File: config.mk
export PLATFORM = sky130hd
export DESIGN_NAME = rx_fifo_close_token_detector_core
export DESIGN_NICKNAME = d
export VERILOG_FILES = /design/src/sv/rfctd_pkg.sv /design/src/sv/rx_fifo_close_token_detector_core.sv /design/src/sv/rfctd_ram.sv /design/src/sv/rfctd_ctrl.sv
export SDC_FILE = /design/constraint.sdc
export NUM_CORES = 1
export LEC_CHECK = 0
export CAP_MARGIN = 10
export CORE_MARGIN = 3
export CORE_UTILIZATION = 35
export CTS_CLUSTER_DIAMETER = 40
export CTS_CLUSTER_SIZE = 10
export DETAILED_ROUTE_END_ITERATION = 8
export DONT_BUFFER_PORTS = 1
export HOLD_SLACK_MARGIN = 0.02
export PLACE_DENSITY_LB_ADDON = 0.05
export SYNTH_ARGS = -nofsm -noshare
export SYNTH_HDL_FRONTEND = slang
export SYNTH_HIERARCHICAL = 1
export SYNTH_SLANG_ARGS = --single-unit
export TNS_END_PERCENT = 10
File: constraint.sdc
create_clock -name clk -period 4 [get_ports clk]
set_clock_uncertainty 0.15 [all_clocks]
set_input_delay 0.2 -clock clk [delete_from_list [all_inputs] [get_ports clk]]
set_output_delay 0.2 -clock clk [all_outputs]
set_load 0.02 [all_outputs]
File: src/sv/rfctd_pkg.sv
`timescale 1ns / 1ps
// ----------------------------------------------------------------------------
// rfctd_pkg
// Shared codes, types and constants of the receive FIFO with close-token
// detection.
// ----------------------------------------------------------------------------
package rfctd_pkg;

  // operation codes of an input word
  localparam logic [1:0] OP_PUSH  = 2'd0;
  localparam logic [1:0] OP_READ  = 2'd1;
  localparam logic [1:0] OP_CLEAR = 2'd2;
  localparam logic [1:0] OP_NOP   = 2'd3;

  // configuration register indexes
  localparam logic REG_TOKEN_BYTES  = 1'b0;
  localparam logic REG_TOKEN_LENGTH = 1'b1;

  localparam int TOKEN_W     = 64;
  localparam int TOKEN_LEN_W = 4;
  localparam int MATCH_W     = 4;
  localparam int COUNT_OUT_W = 6;

  typedef enum logic [1:0] {
    ST_IDLE  = 2'b01,
    ST_FETCH = 2'b10
  } state_t;

  // per-word status handed from the control unit to the result register
  typedef struct packed {
    logic                   accepted;
    logic                   read_hit;
    logic [COUNT_OUT_W-1:0] readable;
    logic                   closed;
  } status_t;

endpackage

File: src/sv/rx_fifo_close_token_detector_core.sv
`timescale 1ns / 1ps
// ----------------------------------------------------------------------------
// rx_fifo_close_token_detector_core
// Receive FIFO that closes its stream once a configured close token is seen.
// ----------------------------------------------------------------------------
// Usage:
//   Input words (op, in_byte) arrive on in_valid / in_stall; each produces
//   exactly one result word (accepted, read_valid, read_byte, readable_count,
//   stream_closed) on out_valid / out_stall. A word moves when valid is high
//   and stall is low.
//   Push, clear and no-op words: the result is registered at the accept edge
//   and shows on the next cycle. A read that pops a byte also goes through the
//   registered byte RAM read first, so throughput is one word per
//   cycle while out_stall is low; a popping read stalls input in ST_FETCH.
//   The output register frees in the same cycle it is taken, so a new word
//   is accepted while the previous result leaves.
//   While the receiver stalls a held result, in_stall stays high and the
//   result does not change. Reset (rst, synchronous) empties the FIFO, reopens
//   the stream and loads token_bytes = 0, token_length = 1; byte RAM contents
//   are not cleared. Configuration (cfg_write, cfg_index, cfg_data) is
//   written by the user only while idle; the block does not enforce it.
// ----------------------------------------------------------------------------
module rx_fifo_close_token_detector_core #(
  parameter int FIFO_DEPTH      = 64,
  parameter int MAX_TOKEN_BYTES = 8
) (
  input  logic                                  clk,
  input  logic                                  rst,
  // configuration port
  input  logic                                  cfg_write,
  input  logic                                  cfg_index,
  input  logic [rfctd_pkg::TOKEN_W-1:0]         cfg_data,
  // input channel
  input  logic                                  in_valid,
  output logic                                  in_stall,
  input  logic [1:0]                            op,
  input  logic [7:0]                            in_byte,
  // output channel
  output logic                                  out_valid,
  input  logic                                  out_stall,
  output logic                                  accepted,
  output logic                                  read_valid,
  output logic [7:0]                            read_byte,
  output logic [rfctd_pkg::COUNT_OUT_W-1:0]     readable_count,
  output logic                                  stream_closed
);

  localparam int PW = $clog2(FIFO_DEPTH);

  rfctd_pkg::state_t  state;
  rfctd_pkg::status_t status;

  logic [rfctd_pkg::TOKEN_W-1:0]     token_bytes;
  logic [rfctd_pkg::TOKEN_LEN_W-1:0] token_length;

  logic          step;
  logic          take_out;
  logic          ram_we;
  logic [PW-1:0] ram_waddr;
  logic [7:0]    ram_wdata;
  logic          ram_re;
  logic [PW-1:0] ram_raddr;
  logic [7:0]    ram_rdata;

  // hold the input while a pop waits on the RAM or a result is stuck
  assign in_stall = (state != rfctd_pkg::ST_IDLE) || (out_valid && out_stall);
  assign step     = in_valid && !in_stall;
  assign take_out = out_valid && !out_stall;

  // configuration registers
  always_ff @(posedge clk) begin
    if (rst) begin
      token_bytes  <= '0;
      token_length <= rfctd_pkg::TOKEN_LEN_W'(1);
    end else if (cfg_write) begin
      case (cfg_index)
        rfctd_pkg::REG_TOKEN_BYTES:  token_bytes  <= cfg_data;
        rfctd_pkg::REG_TOKEN_LENGTH: token_length <= cfg_data[rfctd_pkg::TOKEN_LEN_W-1:0];
        default: begin
        end
      endcase
    end
  end

  rfctd_ctrl #(
    .FIFO_DEPTH      (FIFO_DEPTH),
    .MAX_TOKEN_BYTES (MAX_TOKEN_BYTES)
  ) u_ctrl (
    .clk          (clk),
    .rst          (rst),
    .step         (step),
    .op           (op),
    .in_byte      (in_byte),
    .token_bytes  (token_bytes),
    .token_length (token_length),
    .ram_we       (ram_we),
    .ram_waddr    (ram_waddr),
    .ram_wdata    (ram_wdata),
    .ram_re       (ram_re),
    .ram_raddr    (ram_raddr),
    .status       (status)
  );

  // Byte store. A push and a read never share a word, and a pushed entry
  // is written at its accept edge, before any later read can address it,
  // so no forwarding path is needed.
  rfctd_ram #(
    .WIDTH (8),
    .DEPTH (FIFO_DEPTH)
  ) u_ram (
    .clk   (clk),
    .we    (ram_we),
    .waddr (ram_waddr),
    .wdata (ram_wdata),
    .re    (ram_re),
    .raddr (ram_raddr),
    .rdata (ram_rdata)
  );

  // control: sequencer state and output valid
  always_ff @(posedge clk) begin
    if (rst) begin
      state     <= rfctd_pkg::ST_IDLE;
      out_valid <= 1'b0;
    end else begin
      case (state)
        rfctd_pkg::ST_IDLE: begin
          if (step) begin
            if (status.read_hit) begin
              // move to ST_FETCH and wait there for the popped byte
              state     <= rfctd_pkg::ST_FETCH;
              out_valid <= 1'b0;
            end else begin
              out_valid <= 1'b1;
            end
          end else if (take_out) begin
            out_valid <= 1'b0;
          end
        end
        rfctd_pkg::ST_FETCH: begin
          state     <= rfctd_pkg::ST_IDLE;
          out_valid <= 1'b1;
        end
        default: begin
          state     <= rfctd_pkg::ST_IDLE;
          out_valid <= 1'b0;
        end
      endcase
    end
  end

  // result payload: load status at accept, fill in the byte after the fetch
  always_ff @(posedge clk) begin
    if (step) begin
      accepted       <= status.accepted;
      read_valid     <= status.read_hit;
      read_byte      <= '0;
      readable_count <= status.readable;
      stream_closed  <= status.closed;
    end else if (state == rfctd_pkg::ST_FETCH) begin
      read_byte <= ram_rdata;
    end
  end

`ifndef SYNTHESIS
  // a popping read always leads to a fetch cycle and then a valid result
  a_fetch_seq: assert property (@(posedge clk) disable iff (rst)
    (step && status.read_hit) |=> (state == rfctd_pkg::ST_FETCH) ##1 out_valid)
    else $error("popping read did not deliver a result after the fetch");

  // no word is taken while the byte fetch is outstanding
  a_fetch_stall: assert property (@(posedge clk) disable iff (rst)
    (state == rfctd_pkg::ST_FETCH) |-> (in_stall && !out_valid))
    else $error("input taken or result shown during fetch");

  // a result never both stores and pops a byte
  a_push_pop_excl: assert property (@(posedge clk) disable iff (rst)
    out_valid |-> !(accepted && read_valid))
    else $error("result reports both push and pop");

  // a closed stream has nothing left to read
  a_closed_empty: assert property (@(posedge clk) disable iff (rst)
    (out_valid && stream_closed) |-> (readable_count == '0))
    else $error("stream closed with readable bytes");
`endif

endmodule

File: src/sv/rfctd_ram.sv
`timescale 1ns / 1ps
// ----------------------------------------------------------------------------
// rfctd_ram
// Generic single-write, single-read RAM with a registered read port.
// ----------------------------------------------------------------------------
module rfctd_ram #(
  parameter int WIDTH = 8,
  parameter int DEPTH = 64
) (
  input  logic                     clk,
  input  logic                     we,
  input  logic [$clog2(DEPTH)-1:0] waddr,
  input  logic [WIDTH-1:0]         wdata,
  input  logic                     re,
  input  logic [$clog2(DEPTH)-1:0] raddr,
  output logic [WIDTH-1:0]         rdata
);

  logic [WIDTH-1:0] mem [DEPTH];

  always_ff @(posedge clk) begin
    if (we) begin
      mem[waddr] <= wdata;
    end
    if (re) begin
      rdata <= mem[raddr];
    end
  end

endmodule

File: src/sv/rfctd_ctrl.sv
`timescale 1ns / 1ps
// ----------------------------------------------------------------------------
// rfctd_ctrl
// Pointer, fill and token-match state; issues RAM accesses and computes the
// status of each word after its step.
// ----------------------------------------------------------------------------
module rfctd_ctrl #(
  parameter int FIFO_DEPTH      = 64,
  parameter int MAX_TOKEN_BYTES = 8
) (
  input  logic                                 clk,
  input  logic                                 rst,
  input  logic                                 step,
  input  logic [1:0]                           op,
  input  logic [7:0]                           in_byte,
  input  logic [rfctd_pkg::TOKEN_W-1:0]        token_bytes,
  input  logic [rfctd_pkg::TOKEN_LEN_W-1:0]    token_length,
  output logic                                 ram_we,
  output logic [$clog2(FIFO_DEPTH)-1:0]        ram_waddr,
  output logic [7:0]                           ram_wdata,
  output logic                                 ram_re,
  output logic [$clog2(FIFO_DEPTH)-1:0]        ram_raddr,
  output rfctd_pkg::status_t                   status
);

  localparam int PW = $clog2(FIFO_DEPTH);
  localparam int MW = rfctd_pkg::MATCH_W;
  localparam int CW = (PW > MW) ? PW : MW;
  localparam logic [PW-1:0] LAST_IDX = PW'(FIFO_DEPTH - 1);

  logic [PW-1:0] wr_ptr, wr_ptr_next;
  logic [PW-1:0] rd_ptr, rd_ptr_next;
  logic [PW-1:0] fill, fill_next;
  logic [MW-1:0] match_cnt, match_cnt_next;
  logic          closed, closed_next;

  logic [MW-1:0] len;
  logic [7:0]    tok_cur;
  logic [MW-1:0] hit_cnt;
  logic          push_ok;
  logic          read_ok;
  logic [CW-1:0] readable_now;
  logic [CW-1:0] readable_after;

  function automatic logic [CW-1:0] readable_of(input logic [PW-1:0] f,
                                                input logic [MW-1:0] m);
    logic [CW-1:0] fw;
    logic [CW-1:0] mw;
    begin
      fw = CW'(f);
      mw = CW'(m);
      return (fw > mw) ? (fw - mw) : '0;
    end
  endfunction

  // clamp token length into 1..MAX_TOKEN_BYTES
  always_comb begin
    if (token_length == '0) begin
      len = MW'(1);
    end else if (token_length > MW'(MAX_TOKEN_BYTES)) begin
      len = MW'(MAX_TOKEN_BYTES);
    end else begin
      len = token_length;
    end
  end

  assign tok_cur      = token_bytes[{match_cnt[2:0], 3'b000} +: 8];
  assign push_ok      = !closed && (fill != LAST_IDX);
  assign readable_now = readable_of(fill, match_cnt);
  assign read_ok      = (readable_now != '0);

  // advance on a token hit, restart at one on the first byte, else drop
  always_comb begin
    if ((match_cnt < len) && (in_byte == tok_cur)) begin
      hit_cnt = match_cnt + MW'(1);
    end else if (in_byte == token_bytes[7:0]) begin
      hit_cnt = MW'(1);
    end else begin
      hit_cnt = '0;
    end
  end

  always_comb begin
    wr_ptr_next    = wr_ptr;
    rd_ptr_next    = rd_ptr;
    fill_next      = fill;
    match_cnt_next = match_cnt;
    closed_next    = closed;
    case (op)
      rfctd_pkg::OP_PUSH: begin
        if (push_ok) begin
          wr_ptr_next    = (wr_ptr == LAST_IDX) ? '0 : wr_ptr + PW'(1);
          fill_next      = fill + PW'(1);
          match_cnt_next = hit_cnt;
          closed_next    = (hit_cnt >= len);
        end
      end
      rfctd_pkg::OP_READ: begin
        if (read_ok) begin
          rd_ptr_next = (rd_ptr == LAST_IDX) ? '0 : rd_ptr + PW'(1);
          fill_next   = fill - PW'(1);
        end
      end
      rfctd_pkg::OP_CLEAR: begin
        wr_ptr_next    = '0;
        rd_ptr_next    = '0;
        fill_next      = '0;
        match_cnt_next = '0;
        closed_next    = 1'b0;
      end
      default: begin
      end
    endcase
  end

  assign readable_after = readable_of(fill_next, match_cnt_next);

  always_comb begin
    status.accepted = (op == rfctd_pkg::OP_PUSH) && push_ok;
    status.read_hit = (op == rfctd_pkg::OP_READ) && read_ok;
    status.readable = rfctd_pkg::COUNT_OUT_W'(readable_after);
    status.closed   = closed_next && (readable_after == '0);
  end

  assign ram_we    = step && status.accepted;
  assign ram_waddr = wr_ptr;
  assign ram_wdata = in_byte;
  assign ram_re    = step && status.read_hit;
  assign ram_raddr = rd_ptr;

  always_ff @(posedge clk) begin
    if (rst) begin
      wr_ptr    <= '0;
      rd_ptr    <= '0;
      fill      <= '0;
      match_cnt <= '0;
      closed    <= 1'b0;
    end else if (step) begin
      wr_ptr    <= wr_ptr_next;
      rd_ptr    <= rd_ptr_next;
      fill      <= fill_next;
      match_cnt <= match_cnt_next;
      closed    <= closed_next;
    end
  end

endmodule

==> flow_summary.toml <==
[timing]
setup_viol = 4
holdWs_ps = 74.8
hold_viol_final = 0
setup_tns_ps = -146
setup_slack_ps = -77.8
fmax_mhz = 245
tightest_slew_ps = 1020
rsz0062_at_grt = "yes"
drv_slew = 0
layout_min_cycle_time_ps = 4080
slew_headroom = 0.321
period_share = 1.02

[detailed_routing]
drt_iter0_drc = 1134
viasPerCell = 5.19
drc_errors = 0
drt_wl_total_um = 73500
routed-via-count = 15673
top_layer_used = "met4"
wl_met3_um = 3580
drt_first_pass_iters = 5
m1WireLength_um = 32000
routedWlPerCell_um = 24.3
wl_met2_um = 36100
postRouteAntennaNets = 0

[die]
dieArea_um2 = 78700
boundaryPins = 99
core-area_um2 = 74600
die_h_um = 280
die_x_um = 280
num_rows = 100
initial_core_util = 0.354

[pwr]
swShare = 0.218
p_comb_frac = 0.050
switchingPower_w = 0.00387
intPower_w = 0.0139
leakage_nw = 11.3
clkPwrFrac = 0.541
max-vdd-ir-drop_mv = 0.311
power.density_nw_per_um2 = 525
seq_power_share = 0.409

[worst_setup_path]
crit_path_end_kind = "flip-flop"
cp.required_ps = 4300
critPathMaxFanout = 5
cp-start-kind = "flip-flop"
critPathKind = "flip-flop to flip-flop"
critPathArrivalTime_ps = 4380

[synthesis]
post_synth.cell_area_avg_um2 = 15.9
synth_nets = 1761
async_flop_share = 0
seq_area_frac_synth = 0.680
synth_cell_type_count = 75
synth-edff-count = 529
netlist_instances = 1657
ys_seq_elements = 631
synth_flop_cell = "edfxtp_1"
synth_area_um2 = 26400
yosys_warnings = 6

[global_routing]
grt_pass1_wl_um = 109000
antenna_found_initial = 1
grt_max_degree = 95
grt_pass1_vias = 16382
grt_use_total = 0.189
overflow = 0

[layout]
syn_to_final_growth_pct = 28.4
multi_input_area_um2 = 7970
seqCellArea_um2 = 17900
layout-drive-gt1-share = 0.283
fillers = 6569
fin_nets = 2062

[clock_network]
cts_tree = "done"
path_clk_slew_ps = 50
cts_buffers = 112
cts.sink_count = 631
clkLatencyLatePin_ps = 640
max-clock-path-buffers = 3
h-tree-depth = 3
root_buffer = "clkbuf_16"

[placement]
post-dp-hpwl_um = 45500
io_buffers = 0
gp_congestion = 0.781

[outcome]
violations = "setup timing"
status = "finished with violations"

[job]
cap_viol_max_count = 0

[worst_hold_path]
worstHoldPathType = "primary input to flip-flop"
[cells in the final DEF (no fill, tap or decap), types with 6 or more instances in the layout]
master / netlist / routed
a211oi_1: 8 / 8
nand3b_1: 7 / 7
nand4_1: 6 / 6
clkinv_1: 1 / 13
clkbuf_1: 35 / 8
buf_16: 0 / 10
mux2i_1: 40 / 39
dfxtp_1: 102 / 96
nor2_1: 121 / 118
xor2_1: 17 / 16
nor2b_1: 22 / 22
clkinvlp_4: 0 / 12
inv_6: 0 / 10
bufinv_16: 0 / 15
edfxtp_1: 529 / 529
dlygate4sd3_1: 0 / 99
clkbuf_16: 0 / 114
inv_1: 22 / 22
mux4_2: 133 / 137
ha_1: 22 / 17
o21ai_0: 24 / 20
nand3_1: 29 / 26
o21a_1: 6 / 6
clkinv_4: 0 / 6
clkbuf_8: 0 / 6
o22ai_1: 11 / 9
buf_12: 2 / 11
a21oi_1: 104 / 99
a31oi_1: 9 / 8
buf_4: 30 / 165
mux2_2: 14 / 13
nand2_1: 181 / 180
nor3_1: 14 / 13
clkinv_2: 0 / 20
and3_1: 9 / 9
nand2b_1: 14 / 12
or3_1: 7 / 7
o221ai_1: 8 / 8
a221oi_1: 6 / 6
[final timing paths]
| kind | start | end | slack [ps] | cells past startpoint |
|---|---|---|---|---|
| max reg2reg | u_ctrl/match_cnt[1]$_SDFFE_PP0P_ | stream_closed$_DFFE_PN_ | -80 | 17 |
| min reg2reg | token_length[0]$_SDFFE_PP1P_ | token_length[0]$_SDFFE_PP1P_ | 300 | 1 |
| max | u_ctrl/match_cnt[1]$_SDFFE_PP0P_ | stream_closed$_DFFE_PN_ | -80 | 17 |
| min | op[0] | u_ctrl/ram_raddr[3]$_SDFFE_PP0P_ | 70 | 5 |
[registers in the layout, summed over array words and instances (netlist names), 4 cells and up]
register          flops
token_length          4
u_ctrl/ram_raddr      6
u_ctrl/ram_waddr      6
u_ram/mem           512
u_ctrl/match_cnt      4
readable_count        6
u_ram/rdata           8
token_bytes          64
u_ctrl/fill           6
read_byte             8
[Yosys cell counts, types with 17 or more instances]
library cell  count  share of area
mux2i_1          40          0.015
clkbuf_1         35         0.0050
dfxtp_1         102          0.077
xor2_1           17         0.0056
buf_4            30         0.0085
o21ai_0          24         0.0046
nand3_1          29         0.0055
edfxtp_1        529           0.60
buf_2            19         0.0036
inv_1            22         0.0031
nor2_1          121          0.017
a21oi_1         104          0.020
mux4_2          133           0.11
nor2b_1          22         0.0052
nand2_1         181          0.026
ha_1             22          0.010
[routing by layer]
metal	up-vias	global-route usage
li1	7104	-
met1	8063	0.251
met2	377	0.317
met3	129	0.0357
met4	0	0.0573
met5	-	0
[logic make-up after synthesis]
logic type,after synthesis,share of synthesized area
flip-flops,631,0.680
AND/OR/NAND/NOR,434,0.0741
AO/OA/AOI/OAI,227,0.0559
multiplexers,197,0.144
buffers and inverters,124,0.0272
adder cells (fa/ha/maj),24,0.0120
XOR/XNOR,20,0.00664
[area by class of cell]
cell class	count	area share
flip-flops and latches	631	0.530
multi-input cells	902	0.235
clock buffers	128	0.0876
repair buffers	288	0.0816
well taps	969	0.0358
clock inverters	80	0.0269
inverters	23	0.00259
diodes	1	0.0000739
[power groups by stage]
stage / clock network (W) / logic [W] / registers (W)
after CTS: 0.00982 / 0.000837 / 0.00726
after floorplan: 0 / 0.000459 / 0.00736
after global routing: 0.0101 / 0.000975 / 0.00726
after detailed placement: 0 / 0.000575 / 0.00739
after global placement: 0 / 0.000570 / 0.00739
final: 0.00961 / 0.000897 / 0.00726
[timing repair]
action,in CTS,in global routing
pin swaps,12,28
buffers inserted,7,11
hold endpoints to repair,615,0
cloned,1,0
hold buffers,110,0
endpoints found under the setup margin,6,12
resized for setup,20,29
[worst max-delay path, stage by stage, from the launching register on]
cell and delay, ps:
dfxtp_4 380, buf_4 120, mux4_2 510, mux2i_2 180
xnor2_1 90, or3_4 360, nor3_4 300, nor2_1 90
o41ai_1 310, buf_4 180, ha_4 140, fa_2 230
nor2b_1 50, o21ai_1 160, nand2b_1 100, nand2_2 90
nand3_2 100, a2111oi_4 350
[metrics by stage]
step	util	std cells	total power, W	instance area [µm²]	worst slack [ps]
2_1_floorplan	-	1657	0.00782	26400	0.654
3_3_place_gp	0.380	2685	0.00796	28300	-131
3_5_place_dp	0.380	2685	0.00796	28300	-204
4_1_cts	0.451	3011	0.0179	33600	-35.4
5_1_grt	0.454	3022	0.0184	33900	-259
6_report	0.454	3022	0.0178	33900	-77.8
(Power assumes the default switching activity.)
